### src/rtl/intlex_pkg.sv
// Shared types, character codes and digit helpers for the integer literal lexer.
package intlex_pkg;

  localparam int VALUE_BITS = 32;

  localparam logic [7:0] CH_PLUS  = 8'h2B;
  localparam logic [7:0] CH_MINUS = 8'h2D;
  localparam logic [7:0] CH_ZERO  = 8'h30;
  localparam logic [7:0] CH_NINE  = 8'h39;
  localparam logic [7:0] CH_UPA   = 8'h41;
  localparam logic [7:0] CH_UPZ   = 8'h5A;
  localparam logic [7:0] CH_UNDER = 8'h5F;
  localparam logic [7:0] CH_LOA   = 8'h61;
  localparam logic [7:0] CH_LOB   = 8'h62;
  localparam logic [7:0] CH_LOX   = 8'h78;
  localparam logic [7:0] CH_LOZ   = 8'h7A;

  localparam logic [1:0] RADIX_DEC = 2'd0;
  localparam logic [1:0] RADIX_HEX = 2'd1;
  localparam logic [1:0] RADIX_BIN = 2'd2;
  localparam logic [1:0] RADIX_OCT = 2'd3;

  typedef struct packed {
    logic [7:0] char_code;
    logic       token_start;
    logic       end_of_input;
  } intlex_in_t;

  typedef struct packed {
    logic signed [31:0] value;
    logic               ok;
  } intlex_out_t;

  typedef struct packed {
    logic       ok;
    logic [5:0] val;
  } intlex_digit_t;

  // Digits 0-9 map to 0-9, letters of either case to 10-35.
  function automatic intlex_digit_t digit_of(input logic [7:0] c);
    intlex_digit_t d;
    d.ok  = 1'b1;
    d.val = 6'd0;
    if (c >= CH_ZERO && c <= CH_NINE) begin
      d.val = 6'(c - CH_ZERO);
    end else if (c >= CH_LOA && c <= CH_LOZ) begin
      d.val = 6'(c - CH_LOA) + 6'd10;
    end else if (c >= CH_UPA && c <= CH_UPZ) begin
      d.val = 6'(c - CH_UPA) + 6'd10;
    end else begin
      d.ok = 1'b0;
    end
    return d;
  endfunction

  function automatic logic [5:0] radix_base(input logic [1:0] r);
    logic [5:0] b;
    unique case (r)
      RADIX_DEC: b = 6'd10;
      RADIX_HEX: b = 6'd16;
      RADIX_BIN: b = 6'd2;
      default:   b = 6'd8;
    endcase
    return b;
  endfunction

endpackage

### src/rtl/intlex_core.sv
// Token state and the per-character step logic of the lexer.
module intlex_core (
  input  logic                 clk,
  input  logic                 rst_n,
  input  logic                 step_en,
  input  intlex_pkg::intlex_in_t  item,
  output logic                 res_push,
  output intlex_pkg::intlex_out_t res_data
);
  import intlex_pkg::*;

  typedef enum logic [2:0] {
    PH_IDLE   = 3'd0,
    PH_SIGNED = 3'd1,
    PH_ZERO   = 3'd2,
    PH_NEED   = 3'd3,
    PH_DIGITS = 3'd4,
    PH_PEND   = 3'd5
  } phase_t;

  phase_t                  phase_r, phase_nxt;
  logic                    neg_r, neg_nxt;
  logic [1:0]              radix_r, radix_nxt;
  logic [VALUE_BITS-1:0]   acc_r, acc_nxt;

  logic [7:0]              c;
  intlex_digit_t           dig;
  logic                    dig_in_base;
  logic [VALUE_BITS-1:0]   acc_scaled;
  logic [VALUE_BITS-1:0]   acc_signed_u;
  logic signed [VALUE_BITS-1:0] acc_signed;
  intlex_out_t             close_res;

  // Result of the first character after an optional sign.
  phase_t                  bf_phase;
  logic                    bf_fail;
  logic                    bf_digit;
  // Result of a start-marked character.
  phase_t                  st_phase;
  logic                    st_fail;
  logic                    st_neg;
  logic                    st_digit;

  assign c           = item.char_code;
  assign dig         = digit_of(c);
  assign dig_in_base = dig.ok && (dig.val < radix_base(radix_r));

  always_comb begin
    unique case (radix_r)
      RADIX_DEC: acc_scaled = (acc_r << 3) + (acc_r << 1);
      RADIX_HEX: acc_scaled = acc_r << 4;
      RADIX_BIN: acc_scaled = acc_r << 1;
      default:   acc_scaled = acc_r << 3;
    endcase
  end

  assign acc_signed_u = neg_r ? (VALUE_BITS'(0) - acc_r) : acc_r;
  assign acc_signed   = $signed(acc_signed_u);

  always_comb begin
    close_res.value = 32'sd0;
    close_res.ok    = 1'b0;
    if (phase_r == PH_ZERO) begin
      close_res.ok = 1'b1;
    end else if (phase_r == PH_DIGITS) begin
      close_res.value = 32'(acc_signed);
      close_res.ok    = 1'b1;
    end
  end

  always_comb begin
    bf_digit = 1'b0;
    bf_fail  = 1'b0;
    if (c == CH_ZERO) begin
      bf_phase = PH_ZERO;
    end else if (dig.ok && dig.val != 6'd0 && dig.val < 6'd10) begin
      bf_phase = PH_DIGITS;
      bf_digit = 1'b1;
    end else begin
      bf_phase = PH_IDLE;
      bf_fail  = 1'b1;
    end
    st_neg = (c == CH_MINUS);
    if (c == CH_PLUS || c == CH_MINUS) begin
      st_phase = PH_SIGNED;
      st_fail  = 1'b0;
      st_digit = 1'b0;
    end else begin
      st_phase = bf_phase;
      st_fail  = bf_fail;
      st_digit = bf_digit;
    end
  end

  always_comb begin
    phase_nxt      = phase_r;
    neg_nxt        = neg_r;
    radix_nxt      = radix_r;
    acc_nxt        = acc_r;
    res_push       = 1'b0;
    res_data.value = 32'sd0;
    res_data.ok    = 1'b0;

    if (phase_r == PH_PEND) begin
      // The held failure goes out before this character is looked at.
      res_push  = 1'b1;
      phase_nxt = PH_IDLE;
      if (!item.end_of_input && item.token_start) begin
        neg_nxt   = st_neg;
        radix_nxt = RADIX_DEC;
        acc_nxt   = st_digit ? VALUE_BITS'(dig.val) : '0;
        phase_nxt = st_fail ? PH_PEND : st_phase;
      end
    end else if (item.end_of_input) begin
      if (phase_r != PH_IDLE) begin
        res_push  = 1'b1;
        res_data  = close_res;
        phase_nxt = PH_IDLE;
      end
    end else if (phase_r == PH_IDLE) begin
      if (item.token_start) begin
        neg_nxt   = st_neg;
        radix_nxt = RADIX_DEC;
        acc_nxt   = st_digit ? VALUE_BITS'(dig.val) : '0;
        phase_nxt = st_phase;
        res_push  = st_fail;
      end
    end else if (item.token_start) begin
      // A start mark closes the open token and opens a new one.
      res_push  = 1'b1;
      res_data  = close_res;
      neg_nxt   = st_neg;
      radix_nxt = RADIX_DEC;
      acc_nxt   = st_digit ? VALUE_BITS'(dig.val) : '0;
      phase_nxt = st_fail ? PH_PEND : st_phase;
    end else begin
      unique case (phase_r)
        PH_SIGNED: begin
          phase_nxt = bf_phase;
          res_push  = bf_fail;
          if (bf_digit) begin
            radix_nxt = RADIX_DEC;
            acc_nxt   = VALUE_BITS'(dig.val);
          end
        end
        PH_ZERO: begin
          if (c == CH_LOX) begin
            radix_nxt = RADIX_HEX;
            phase_nxt = PH_NEED;
          end else if (c == CH_LOB) begin
            radix_nxt = RADIX_BIN;
            phase_nxt = PH_NEED;
          end else if (dig.ok && dig.val < 6'd8) begin
            radix_nxt = RADIX_OCT;
            acc_nxt   = VALUE_BITS'(dig.val);
            phase_nxt = PH_DIGITS;
          end else begin
            phase_nxt   = PH_IDLE;
            res_push    = 1'b1;
            res_data.ok = 1'b1;
          end
        end
        PH_NEED: begin
          if (dig_in_base) begin
            acc_nxt   = VALUE_BITS'(dig.val);
            phase_nxt = PH_DIGITS;
          end else begin
            phase_nxt = PH_IDLE;
            res_push  = 1'b1;
          end
        end
        PH_DIGITS: begin
          if (c == CH_UNDER) begin
            phase_nxt = PH_DIGITS;
          end else if (dig_in_base) begin
            acc_nxt = acc_scaled + VALUE_BITS'(dig.val);
          end else begin
            phase_nxt = PH_IDLE;
            res_push  = 1'b1;
            res_data  = close_res;
          end
        end
        default: phase_nxt = PH_IDLE;
      endcase
    end

    if (!step_en) begin
      phase_nxt = phase_r;
      neg_nxt   = neg_r;
      radix_nxt = radix_r;
      acc_nxt   = acc_r;
      res_push  = 1'b0;
    end
  end

  always_ff @(posedge clk) begin
    if (!rst_n) begin
      phase_r <= PH_IDLE;
      neg_r   <= 1'b0;
      radix_r <= RADIX_DEC;
      acc_r   <= '0;
    end else begin
      phase_r <= phase_nxt;
      neg_r   <= neg_nxt;
      radix_r <= radix_nxt;
      acc_r   <= acc_nxt;
    end
  end

endmodule

### src/rtl/intlex_outq.sv
// Two-entry result queue that drives the result channel.
module intlex_outq (
  input  logic                    clk,
  input  logic                    rst_n,
  input  logic                    push,
  input  intlex_pkg::intlex_out_t push_data,
  output logic                    full,
  output logic                    out_valid,
  input  logic                    out_stall,
  output intlex_pkg::intlex_out_t out_data
);
  import intlex_pkg::*;

  logic [1:0]  cnt_r, cnt_nxt;
  intlex_out_t head_r, tail_r;
  logic        pop;

  assign out_valid = (cnt_r != 2'd0);
  assign out_data  = head_r;
  assign full      = (cnt_r == 2'd2);
  assign pop       = out_valid && !out_stall;
  assign cnt_nxt   = cnt_r + 2'(push) - 2'(pop);

  always_ff @(posedge clk) begin
    if (!rst_n) begin
      cnt_r <= 2'd0;
    end else begin
      cnt_r <= cnt_nxt;
    end
  end

  always_ff @(posedge clk) begin
    if (pop && cnt_r == 2'd2) begin
      head_r <= tail_r;
    end else if (push && (cnt_r == 2'd0 || (cnt_r == 2'd1 && pop))) begin
      head_r <= push_data;
    end
    if (push && cnt_r == 2'd1 && !pop) begin
      tail_r <= push_data;
    end
  end

endmodule

### src/rtl/integer_literal_lexer_unit.sv
// Top level of the integer literal lexer: input register, step logic, result queue.
//
//   channel | ports                         | payload
//   --------+-------------------------------+--------------------------------
//   input   | in_valid, in_stall, in_data   | char_code, token_start, end_of_input
//   result  | out_valid, out_stall, out_data| value, ok
//
// One character is taken per cycle while in_stall is low; the token state is
// updated from the input register, so the rate is one transaction per cycle
// whenever the result queue has room. A result is formed from the character in
// the input register, written into the result queue and taken from its head.
// Synchronous active-low reset returns the token state to idle and empties
// the register and the queue. in_stall rises only while a character waits in
// the input register and both result queue entries are occupied.
module integer_literal_lexer_unit (
  input  logic                    clk,
  input  logic                    rst_n,
  input  logic                    in_valid,
  output logic                    in_stall,
  input  intlex_pkg::intlex_in_t  in_data,
  output logic                    out_valid,
  input  logic                    out_stall,
  output intlex_pkg::intlex_out_t out_data
);
  import intlex_pkg::*;

  logic        in_valid_r, in_valid_nxt;
  intlex_in_t  in_item_r;
  logic        q_full;
  logic        step_en;
  logic        res_push;
  intlex_out_t res_data;
  logic        in_take;

  assign in_stall     = in_valid_r && q_full;
  assign in_take      = in_valid && !in_stall;
  assign step_en      = in_valid_r && !q_full;
  assign in_valid_nxt = in_take || (in_valid_r && !step_en);

  always_ff @(posedge clk) begin
    if (!rst_n) begin
      in_valid_r <= 1'b0;
    end else begin
      in_valid_r <= in_valid_nxt;
    end
  end

  always_ff @(posedge clk) begin
    if (in_take) begin
      in_item_r <= in_data;
    end
  end

  intlex_core u_core (
    .clk      (clk),
    .rst_n    (rst_n),
    .step_en  (step_en),
    .item     (in_item_r),
    .res_push (res_push),
    .res_data (res_data)
  );

  intlex_outq u_outq (
    .clk       (clk),
    .rst_n     (rst_n),
    .push      (res_push),
    .push_data (res_data),
    .full      (q_full),
    .out_valid (out_valid),
    .out_stall (out_stall),
    .out_data  (out_data)
  );

endmodule
### config.mk
export PLATFORM = sky130hd
export DESIGN_NAME = integer_literal_lexer_unit
export DESIGN_NICKNAME = d
export VERILOG_FILES = /design/src/rtl/intlex_pkg.sv /design/src/rtl/intlex_core.sv /design/src/rtl/intlex_outq.sv /design/src/rtl/integer_literal_lexer_unit.sv
export SDC_FILE = /design/constraint.sdc
export NUM_CORES = 1
export LEC_CHECK = 0
export BUFFER_PORTS_ARGS = -buffer_cell sky130_fd_sc_hd__buf_2
export CAP_MARGIN = 40
export CORE_MARGIN = 5
export CORE_UTILIZATION = 30
export DETAILED_ROUTE_END_ITERATION = 16
export SYNTH_ARGS = -nofsm -noshare
export SYNTH_HDL_FRONTEND = slang
export SYNTH_SLANG_ARGS = --single-unit
export TNS_END_PERCENT = 10
### constraint.sdc
create_clock -name clk -period 7.4 [get_ports clk]
set_input_delay 0.74 -clock clk [delete_from_list [all_inputs] [get_ports clk]]
set_output_delay 0.74 -clock clk [all_outputs]
set_load 0.02 [all_outputs]
-- After elaboration in Yosys (flattened, before gate mapping)
Cells that the tools add are included.
- register bits after elaboration: 117
- input port bits: 14
- output and inout port bits: 35
- word-level logic and storage cells: 192
- add/sub/neg operators: 10
- order comparisons: 9
- equality and inequality tests: 29
- multiplexer cells: 90
- reductions and logical operators: 41
- operators with widths (cell ; count):
    $mux W32 ; 16
    $mux W33 ; 10
    $pmux W32 S4 ; 1
    $pmux W32 S3 ; 1
    $mux W3 ; 17
    $add A32 B32 Y32 ; 1
    $add A32 B6 Y32 ; 1
    $sub A1 B32 Y32 const A ; 1
    $mux W1 ; 26
    $eq A8 B6 Y1 const B ; 3
    $eq A8 B7 Y1 const B ; 3
    $mux W6 ; 4
    $mux W2 ; 10
    $logic_and A1 B1 Y1 ; 18
    $ge A8 B7 Y1 const B ; 2
    $le A8 B7 Y1 const B ; 2
    $ne A4 B4 Y1 const B ; 4
    $pmux W5 S3 ; 1
    $add A6 B4 Y6 const B ; 2
    $lt A6 B4 Y1 const B ; 2
    $ne A6 B6 Y1 const B ; 2
    $pmux W3 S4 ; 1
    $reduce_and A12 Y1 ; 1
    $reduce_bool A6 Y1 ; 2
    30 further kinds ; 48

-- Longest topological paths before layout
Gate-level depths: netlist (run 1).
- depth after elaboration: 19
- depth in mapped cells: 22
- gate-level depth less buffers: 21

-- Cells and area by module
From an unflattened synthesis (run 1), not the netlist that was laid out.
- cells, all modules: 1116
- area total of the unflattened synthesis: 9853.2 um^2
- modules (own cells, without submodules) (module ; instances ; cells each ; area each (um^2) ; sequential area each (um^2)):
    intlex_core ; 1 ; 982 ; 6969.2 ; 760.7
    intlex_outq ; 1 ; 119 ; 2534.9 ; 2021.9
    integer_literal_lexer_unit ; 1 ; 15 ; 349.1 ; 320.3

-- Least setup slack after synthesis (run 1)
OpenSTA, ideal clock, no wires.
- path type: reg2reg
- start point: reg in_item_r[2] in the netlist's numbering
- end point: reg u_outq.tail_r[0] in the netlist's numbering (enable)
- setup time: 0.464 ns
- arrival: 5.326 ns
- required time: 6.936 ns
- path slack: 1.610 ns
- cell stages (with the launch flop): 16
- buffers on the path: 2
- clock period less this slack: 5.790 ns
- cells stage by stage: edfxtp_1 clkbuf_1 inv_1 ha_1 or4b_1 nand3_1 o2bb2ai_2 o2bb2a_4 or3_1 and3_1 buf_6 nor4_1 nor4b_2 o22ai_2 nand2_1 nor3_1
- longest elaborated chain between the ends: 18
- elaborated cells on any way between the ends: 52
- classes of those cells: add/sub (5); order compare (9); eq/ne (6); mux (21); reduce/logical (11)
- RTL lines (what ; line ; source):
    start, declared ; integer_literal_lexer_unit.sv:28 ; intlex_in_t in_item_r;
    start signal, assigned ; integer_literal_lexer_unit.sv:50 ; in_item_r <= in_data;
    $sub A6 B1 Y6 (tied with other cells) ; intlex_pkg.sv:49 ; d.val = 6'(c - CH_UPA) + 6'd10;
    $add A6 B4 Y6 / $logic_and A1 B1 Y1 (equally long branches) ; intlex_pkg.sv:49, intlex_pkg.sv:48 ;
    $mux W6 ; intlex_pkg.sv:48 ; end else if (c >= CH_UPA && c <= CH_UPZ) begin
    $mux W6 ; intlex_pkg.sv:46 ; end else if (c >= CH_LOA && c <= CH_LOZ) begin
    $mux W6 ; intlex_pkg.sv:44 ; if (c >= CH_ZERO && c <= CH_NINE) begin
    $lt A6 B4 Y1 / $reduce_bool A6 Y1 (equally long branches) ; intlex_core.sv:153, intlex_core.sv:76 ;
    $logic_and A1 B1 Y1, on equally long branches ; intlex_core.sv:153, intlex_core.sv:76 ;
    $mux W1 / $logic_and A1 B1 Y1 (equally long branches) ; intlex_core.sv:153, intlex_core.sv:76 ;
    $mux W1, on equally long branches ; intlex_core.sv:150, intlex_core.sv:76 ;
    $mux W1, on equally long branches ; intlex_core.sv:147, intlex_core.sv:74 ;
    $pmux W1 S4 / $mux W1 (equally long branches) ; intlex_core.sv:137, intlex_core.sv:84 ;
    $mux W1, on equally long branches ; intlex_core.sv:128, intlex_core.sv:121 ;
    $mux W1 * ; intlex_core.sv:120 ; end else if (phase_r == PH_IDLE) begin
    $mux W1 * ; intlex_core.sv:114 ; end else if (item.end_of_input) begin
    $mux W1 * ; intlex_core.sv:104 ; if (phase_r == PH_PEND) begin
    $mux W1 * ; intlex_core.sv:187 ; if (!step_en) begin
    $logic_and A1 B1 Y1 * (2 in series) ; intlex_outq.sv:38 ; if (push && cnt_r == 2'd1 && !pop) begin
    end signal, assigned ; intlex_outq.sv:39 ; tail_r <= push_data;
    end, declared ; intlex_outq.sv:15 ; intlex_out_t head_r, tail_r;
Every way passes the cells marked *; elsewhere a longest branch is shown, timed or not.
A chain may end at the register's enable or synchronous reset.

-- Worst setup path in the final report (run 1)
- start point: reg in_item_r[3] in the netlist's numbering
- end point: reg u_outq.head_r (netlist bit u_outq.out_data[17]) (enable)
- longest elaborated chain between the ends: 18
- elaborated cells on any way between the ends: 52
- classes of those cells: add/sub (5); order compare (9); eq/ne (6); mux (21); reduce/logical (11)
- RTL lines (what ; line ; source):
    $sub A6 B1 Y6 (tied with other cells) ; intlex_pkg.sv:49 ;
    $add A6 B4 Y6 / $logic_and A1 B1 Y1 (equally long branches) ; intlex_pkg.sv:49, intlex_pkg.sv:48 ;
    $mux W6 ; intlex_pkg.sv:48 ;
    $mux W6 ; intlex_pkg.sv:46 ;
    $mux W6 ; intlex_pkg.sv:44 ;
    $lt A6 B4 Y1 / $reduce_bool A6 Y1 (equally long branches) ; intlex_core.sv:153, intlex_core.sv:76 ;
    $logic_and A1 B1 Y1, on equally long branches ; intlex_core.sv:153, intlex_core.sv:76 ;
    $mux W1 / $logic_and A1 B1 Y1 (equally long branches) ; intlex_core.sv:153, intlex_core.sv:76 ;
    (+2 left out) ; - ;
    $pmux W1 S4 / $mux W1 (equally long branches) ; intlex_core.sv:137, intlex_core.sv:84 ;
    $mux W1, on equally long branches ; intlex_core.sv:128, intlex_core.sv:121 ;
    $mux W1 * ; intlex_core.sv:120 ;
    $mux W1 * ; intlex_core.sv:114 ;
    $mux W1 * ; intlex_core.sv:104 ;
    $mux W1 * ; intlex_core.sv:187 ;
    $logic_and A1 B1 Y1 * ; intlex_outq.sv:35 ; end else if (push && (cnt_r == 2'd0 || (cnt_r == 2'd1 && pop))) begin
    $reduce_bool A2 Y1 (no line) * ; - ;
    end signal, assigned ; intlex_outq.sv:34 ; head_r <= tail_r;
    end signal, assigned ; intlex_outq.sv:36 ; head_r <= push_data;
    end, declared ; intlex_outq.sv:15 ;
Marked as above.

==> results of run 1 <==
-- layout make-up --
cell class              count  area [um^2]
fillers                  3215        20600
repair buffers             61          360
inverters                  41          154
clock inverters            14          224
clock buffers              17          425
well taps                 402          503
multi-input cells         891         5890
flip-flops and latches    117         3100
-- critical path, cell delays in order, from the launching register on --
cell and delay (ps):
edfxtp_1 490, inv_1 170, ha_1 240, or4b_1 560, a21boi_1 180, a311o_2 210
nand2_1 90, nor2_1 160, nor2_1 100, ha_1 280, or4_1 530, o221ai_2 150
o2111ai_2 250, a311o_1 460, nor4b_2 300, o22ai_2 150, o211ai_1 140, o21ai_2 80
buf_4 260
-- state kept, by name, indices dropped and copies added (netlist names) --
signal and cells:
u_outq.out_data 33, u_outq.tail_r 33, u_core.acc_r 32, in_item_r 10, u_core.phase_r 3, u_core.radix_r 2, u_outq.cnt_r 2, in_valid_r 1
u_core.neg_r 1
-- Yosys cell counts, drive strengths merged, types with 12 or more instances --
cell type,count
nor2,123
o31ai,48
ha,50
dfxtp,41
o21ai,66
nand2b,13
nand3,28
nor3,31
edfxtp,76
a21oi,69
a211oi,12
xor2,50
nand4,12
inv,39
a221oi,18
xnor2,27
clkbuf,46
and2,12
buf,27
nand2,129
-- power breakdown --
part,internal (W),switching [W],total (W)
Clock,0.000600,0.000311,0.000911
Combinational,0.000100,0.000219,0.000320
Sequential,0.000764,0.0000272,0.000791
-- per-layer routing --
metal / vias up / track usage (%) / wire length [um] / share of wire [%]
met5: - / 0 / 0 / 0
met4: 0 / 4.01 / 346 / 1.5
met3: 30 / 2.20 / 1010 / 4.3
met2: 214 / 21.0 / 10700 / 45
met1: 3864 / 18.8 / 11600 / 49
li1: 4180 / - / - / -
-- logic make-up (layout without fill, tap and decap cells) --
family,Yosys count,after routing
and+or+nand+nor,414,414
AOI/OAI and AO/OA,338,338
DFF,117,117
buffers and inverters,114,133
xor gates and xnor gates,77,77
adders and majority gates,52,52
muxes,10,10
-- worst paths after layout --
path,endpoint,slack [ps],depth (start not counted)
worst max register to register,u_outq.out_data[17]$_DFFE_PP_,2290,18
worst max-delay path,u_outq.out_data[17]$_DFFE_PP_,2290,18
worst min-delay path,u_core.acc_r[31]$_SDFFE_PN0P_,470,2
worst min register to register,u_core.acc_r[31]$_SDFFE_PN0P_,470,2
-- stage by stage --
stage | hold slack, ps | cell area, um^2 | util (%) | cells
finish | 467 | 10700 | 34.1 | 1543
global route | 474 | 10700 | 34.1 | 1543
CTS | 470 | 10700 | 34.1 | 1543
detailed placement | 463 | 10000 | 32.0 | 1512
global placement | 462 | 9950 | 31.8 | 1507
floorplan | 443 | 9450 | - | 1122
==> metrics.md, run 1 <==
| Metric | Value |
|---|---|
| Status | `finished, final reports clean` |
| Commonest non-fill, non-tap cells in the layout | `nand2_1, nor2_1, edfxtp_1` |
| Die height | `188 um` |
| Post-synthesis compound-gate area fraction | `25.4%` |
| Synth Area per Inst | `between 8 and 9 um^2` |
| Async set-reset flop share out of synthesis | `0%` |
| Post-CTS Repair Setup Buffers | `0` |
| Row count | `65` |
| Number of global-route vias before repair | `between 7000 and 8000` |
| Ranking of synthesized cells by area | `edfxtp_1, dfxtp_1, ha_1` |
| Crit-path max FO | `33` |
| Worst hold start | `u_core.acc_r[31]$_SDFFE_PN0P_` |
| F_max | `196 MHz` |
| Worst-margin pin slew | `between 700 and 800 ps` |
| Area growth, synth to finish | `12.8%` |
| CTS buffer count | `17` |
| Leading cell type in the layout, fill and taps excluded | `nand2_1` |
| Setup ws final | `2290 ps` |
| CTS root buf | `clkbuf_16` |
| Overall Power | `between 0.002 and 0.0025 W` |
| Die area | `roughly 35000 um^2` |
| Final hold vios | `0` |
| Routability cong. | `0.878` |
| Cell count after synthesis | `1122` |
| Power per cell area | `around 190 nW/um^2` |
| Endpoint type of the worst setup path | `register` |
| Core area | `31300 um^2` |
| Via count | `8288` |
| Slew HR | `a little under half` |
| CTS tree | `yes` |
| Die W | `~190 um` |
| HPWL Detailed | `between 15 and 20 mm` |
| Clk sinks | `117` |
| Number of synthesized flops with an enable pin | `76` |
| Max Slew Vio Count | `0` |
| H-tree depth | `4` |
| DP Worst Slack | `roughly 2400 ps` |
| Simple-Gate Fraction of Synth Area | `21.5%` |
| Library cells used by synthesis | `94` |
| Yosys reg bits | `~120` |
| Initial antenna violation count | `0` |
| RSZ-0062 raised after global routing | `no` |
| Worst r2r src | `in_item_r[3]$_DFFE_PP_` |
| Yosys Warn Count | `0` |
| # DRC | `0` |
| Synth Flop Type | `edfxtp_1` |
| Yosys top cell area share | `between 20% and 30%` |
| Adder-cell area share of the yosys netlist | `under 10%` |
| Final min period | `approximately 5100 ps` |
| Critical path type | `register to register` |
| Max-Cap Viols | `0` |
| Initial DRC count | `about 700` |
| Post-synthesis sequential area ratio | `between 30% and 40%` |
| TritonRoute pass-1 iters | `5` |
| Worst EP arrival | `approximately 5300 ps` |
| Wire per inst | `between 15 and 20 um` |
| Area of the mapped netlist | `~9500 um^2` |
| Mapped Nets | `about 1200` |
| Global-route usage over all layers | `a little over an eighth` |
| CTS clk-pin slew, worst paths | `60 ps` |
| Share of cells above drive strength 1 | `a little under an eighth` |
| Post-CTS resize count | `0` |
| Initial Util | `between 30% and 40%` |
| Worst skew pair latency | `around 430 ps` |
| Global route overflow | `0` |
| Req. time, crit path | `7540 ps` |
| CP Launch Type | `register` |
| # nets final | `around 1200` |
| Clock Path Buffers | `2` |
| Worst Skew | `around 12 ps` |
| Worst Hold Class | `register to register` |
| IO Port Bufs | `48` |
| Vias per inst | `between 5 and 6` |
| Ant diodes | `0` |
| Multiplexer share of the synthesized area | `1.10%` |
| Largest net degree at the start of global routing | `66` |
| Io pins | `between 40 and 50` |
| Largest family of logic cells by synthesized area | `compound AO/OA/AOI/OAI gates` |
| Post-route ant nets | `0` |
| Leak pwr | `3.98 nW` |
| Final cycle utilization of the critical path | `between 60 and 70%` |
| First-pass GRT wire length | `approximately 40 mm` |
| Setup TNS | `0 ps` |
| XOR/XNOR share of the synthesized area | `between 7 and 8%` |
| Area leader, netlist | `edfxtp_1` |
| Worst Setup SP | `in_item_r[3]$_DFFE_PP_` |
| Worst vdd ir | `0.000152 V` |
| Final WL | `23.7 mm` |
| Hold_buf cts | `0` |
| Endpoints failing setup | `0` |
Note: power is estimated with default switching activity, not from simulation.
==> inputs of run 2 (changes only) <==
--- a/config.mk
+++ b/config.mk
@@ -5,6 +5,7 @@
 export SDC_FILE = /design/constraint.sdc
 export NUM_CORES = 1
 export LEC_CHECK = 0
+export ABC_AREA = 1
 export BUFFER_PORTS_ARGS = -buffer_cell sky130_fd_sc_hd__buf_2
 export CAP_MARGIN = 40
 export CORE_MARGIN = 5
==> constraint.sdc (replaced) <==
create_clock -name clk -period 4.45 [get_ports clk]
set_input_delay 0.445 -clock clk [delete_from_list [all_inputs] [get_ports clk]]
set_output_delay 0.445 -clock clk [all_outputs]
set_load 0.02 [all_outputs]
==> metrics.md, run 2 <==
| Metric | Value |
|---|---|
| Final hold vios | `0` |
| TritonRoute pass-1 iters | `5` |
| Number of global-route vias before repair | `a little under 10000` |
| Global-route usage over all layers | `approximately 17%` |
| Endpoint type of the worst setup path | `register` |
| Share of cells above drive strength 1 | `approximately 7.6%` |
| Initial DRC count | `between 900 and 1000` |
| Crit-path max FO | `6` |
| Io pins | `49` |
| Post-synthesis sequential area ratio | `30.5%` |
| Worst vdd ir | `about 0.00023 V` |
| # DRC | `0` |
| # nets final | `1722` |
| Worst Skew | `about 11 ps` |
| Initial Util | `30.4%` |
| Die height | `slightly below 200 um` |
| Core area | `roughly 34000 um^2` |
| Max Slew Vio Count | `0` |
| Hold_buf cts | `0` |
| Slowest stage cell, crit path | `edfxtp_1` |
| CP Launch Type | `register` |
| Count leader, synth | `nand2_1` |
| Largest net degree at the start of global routing | `42` |
| Area leader, netlist | `edfxtp_1` |
| Worst-margin pin slew | `747 ps` |
| Via count | `roughly 11000` |
| Hold slack | `between 200 and 250 ps` |
| F_max | `approximately 250 MHz` |
| Row count | `67` |
| Number of synthesized flops with an enable pin | `76` |
| Status | `finished, final reports clean` |
| Die area | `around 38000 um^2` |
| HPWL Detailed | `between 20 and 30 mm` |
| Global route overflow | `0` |
| Vias per inst | `between 4 and 5` |
| First-pass GRT wire length | `51.6 mm` |
| Worst reg-to-reg path cell count | `25` |
| H-tree depth | `4` |
| Leak pwr | `5.56 nW` |
| Endpoints failing setup | `0` |
| Die W | `between 150 and 200 um` |
| Worst skew pair latency | `420 ps` |
| Power per cell area | `~300 nW/um^2` |
| Initial antenna violation count | `0` |
| DP Worst Slack | `between 300 and 400 ps` |
| Worst EP arrival | `approximately 4400 ps` |
| Yosys top cell area share | `between 20 and 25%` |
| Final WL | `32.0 mm` |
| CTS root buf | `clkbuf_16` |
| Crit-path max cell delay | `between 400 and 500 ps` |
| Hold path cells | `1` |
| Ranking of synthesized cells by area | `edfxtp_1, nand2_1, inv_1` |
| Clk sinks | `approximately 120` |
| Mapped Nets | `about 1700` |
| IO Port Bufs | `48` |
| Critical path type | `register to register` |
| CTS clk-pin slew, worst paths | `70 ps` |
| CTS buffer count | `17` |
| CTS tree | `yes` |
| Final min period | `about 4000 ps` |
| Slew HR | `slightly below 50%` |
| Area of the mapped netlist | `just over 10000 um^2` |
| Yosys reg bits | `~120` |
| Async set-reset flop share out of synthesis | `0%` |
| RSZ-0062 raised after global routing | `no` |
| Req. time, crit path | `around 4800 ps` |
| Synth Flop Type | `edfxtp_1` |
| Library cells used by synthesis | `41` |
| Post-route ant nets | `0` |
| Ant diodes | `0` |
| Cell count after synthesis | `between 1500 and 2000` |
| Post-synth top cells | `nand2_1, inv_1, nor2_1` |
| Clock Path Buffers | `2` |
| Commonest non-fill, non-tap cells in the layout | `nand2_1, inv_1, nor2_1` |
| Max-Cap Viols | `0` |
| Setup ws final | `around 420 ps` |
| Synth Area per Inst | `approximately 6.3 um^2` |
| Worst Hold Class | `input port to register` |
| Final cycle utilization of the critical path | `between 90 and 100%` |
| Area growth, synth to finish | `13.6%` |
| Wire per inst | `about 15 um` |
| Yosys Warn Count | `0` |
| Routability cong. | `roughly 0.98` |
| Leading cell type in the layout, fill and taps excluded | `nand2_1` |
run 2: cell count changes in the layout (fill, tap and decap cells not counted), sizes merged, moves of 12 or more:
cell / change
nand2: +405
inv: +198
nand3: +99
nor2: +65
o31ai: -46
nand4: +23
xnor2: -22
xor2: -18
o21ai: -16
nand2b: -13
a21oi: +12
run 2: cells by family (layout without fill, tap and decap cells):
group / Yosys count / after routing / synth area share (%)
AOI/OAI and AO/OA: 187 / 187 / 10.8
xor gates and xnor gates: 37 / 37 / 3.18
adders and majority gates: 52 / 52 / 6.54
buffers and inverters: 286 / 342 / 10.8
DFF: 117 / 117 / 30.5
and+or+nand+nor: 934 / 934 / 38.2
run 2: path summary, 6_finish.rpt:
kind | slack [ps] | to | start
min reg2reg | 510 | u_outq.out_data[18]$_DFFE_PP_ | u_outq.tail_r[18]$_DFFE_PP_
min | 200 | in_item_r[4]$_DFFE_PP_ | in_data[4]
max reg2reg | 420 | u_core.acc_r[29]$_SDFFE_PN0P_ | in_item_r[2]$_DFFE_PP_
max | 420 | u_core.acc_r[29]$_SDFFE_PN0P_ | in_item_r[2]$_DFFE_PP_
run 2: cell type report:
class / instances / area, um^2
Clock inverter: 15 / 155
Inverter: 238 / 893
Sequential cell: 117 / 3100
Clock buffer: 17 / 425
Timing Repair Buffer: 72 / 425
Multi-Input combinational cell: 1210 / 6010
Fill cell: 3653 / 22000
Tap cell: 448 / 561
run 2: worst max-delay path: cells and delay by family, from the launching register on:
kind,cells,cell delay (ps)
fa+ha+maj,3,770
buf+inv,5,450
compound gates,3,460
simple gates,14,1860
flops,1,430
run 2: stage by stage:
step	instance area, um^2	cells	total power, W	util, %	setup TNS [ps]
2_1_floorplan	10200	1613	0.00189	-	-19870
3_3_place_gp	10900	2079	0.00211	32.6	0
3_5_place_dp	10900	2081	0.00211	32.7	0
4_1_cts	11500	2113	0.00349	34.4	0
5_1_grt	11600	2117	0.00365	34.5	0
6_report	11600	2117	0.00347	34.5	0
run 2: timing repair:
item                       CTS  global route
setup endpoints to repair    0             5
resized for setup            0             4
buffers inserted             0             4
run 2: report_power, final:
part           leakage [nW]  switching, W  internal, W
logic                  4.19      0.000555     0.000220
clock network         0.282      0.000548     0.000828
registers              1.09     0.0000460      0.00127
total                  5.56       0.00115      0.00232
run 2: routing by layer:
layer	share of wire [%]	wire length, um	vias to the layer above	GRT usage (%)
li1	-	-	5337	-
met1	46	14700	4825	22.9
met2	45	14200	344	26.6
met3	6.5	2070	67	2.26
met4	3.0	956	0	5.89
met5	0	0	-	0
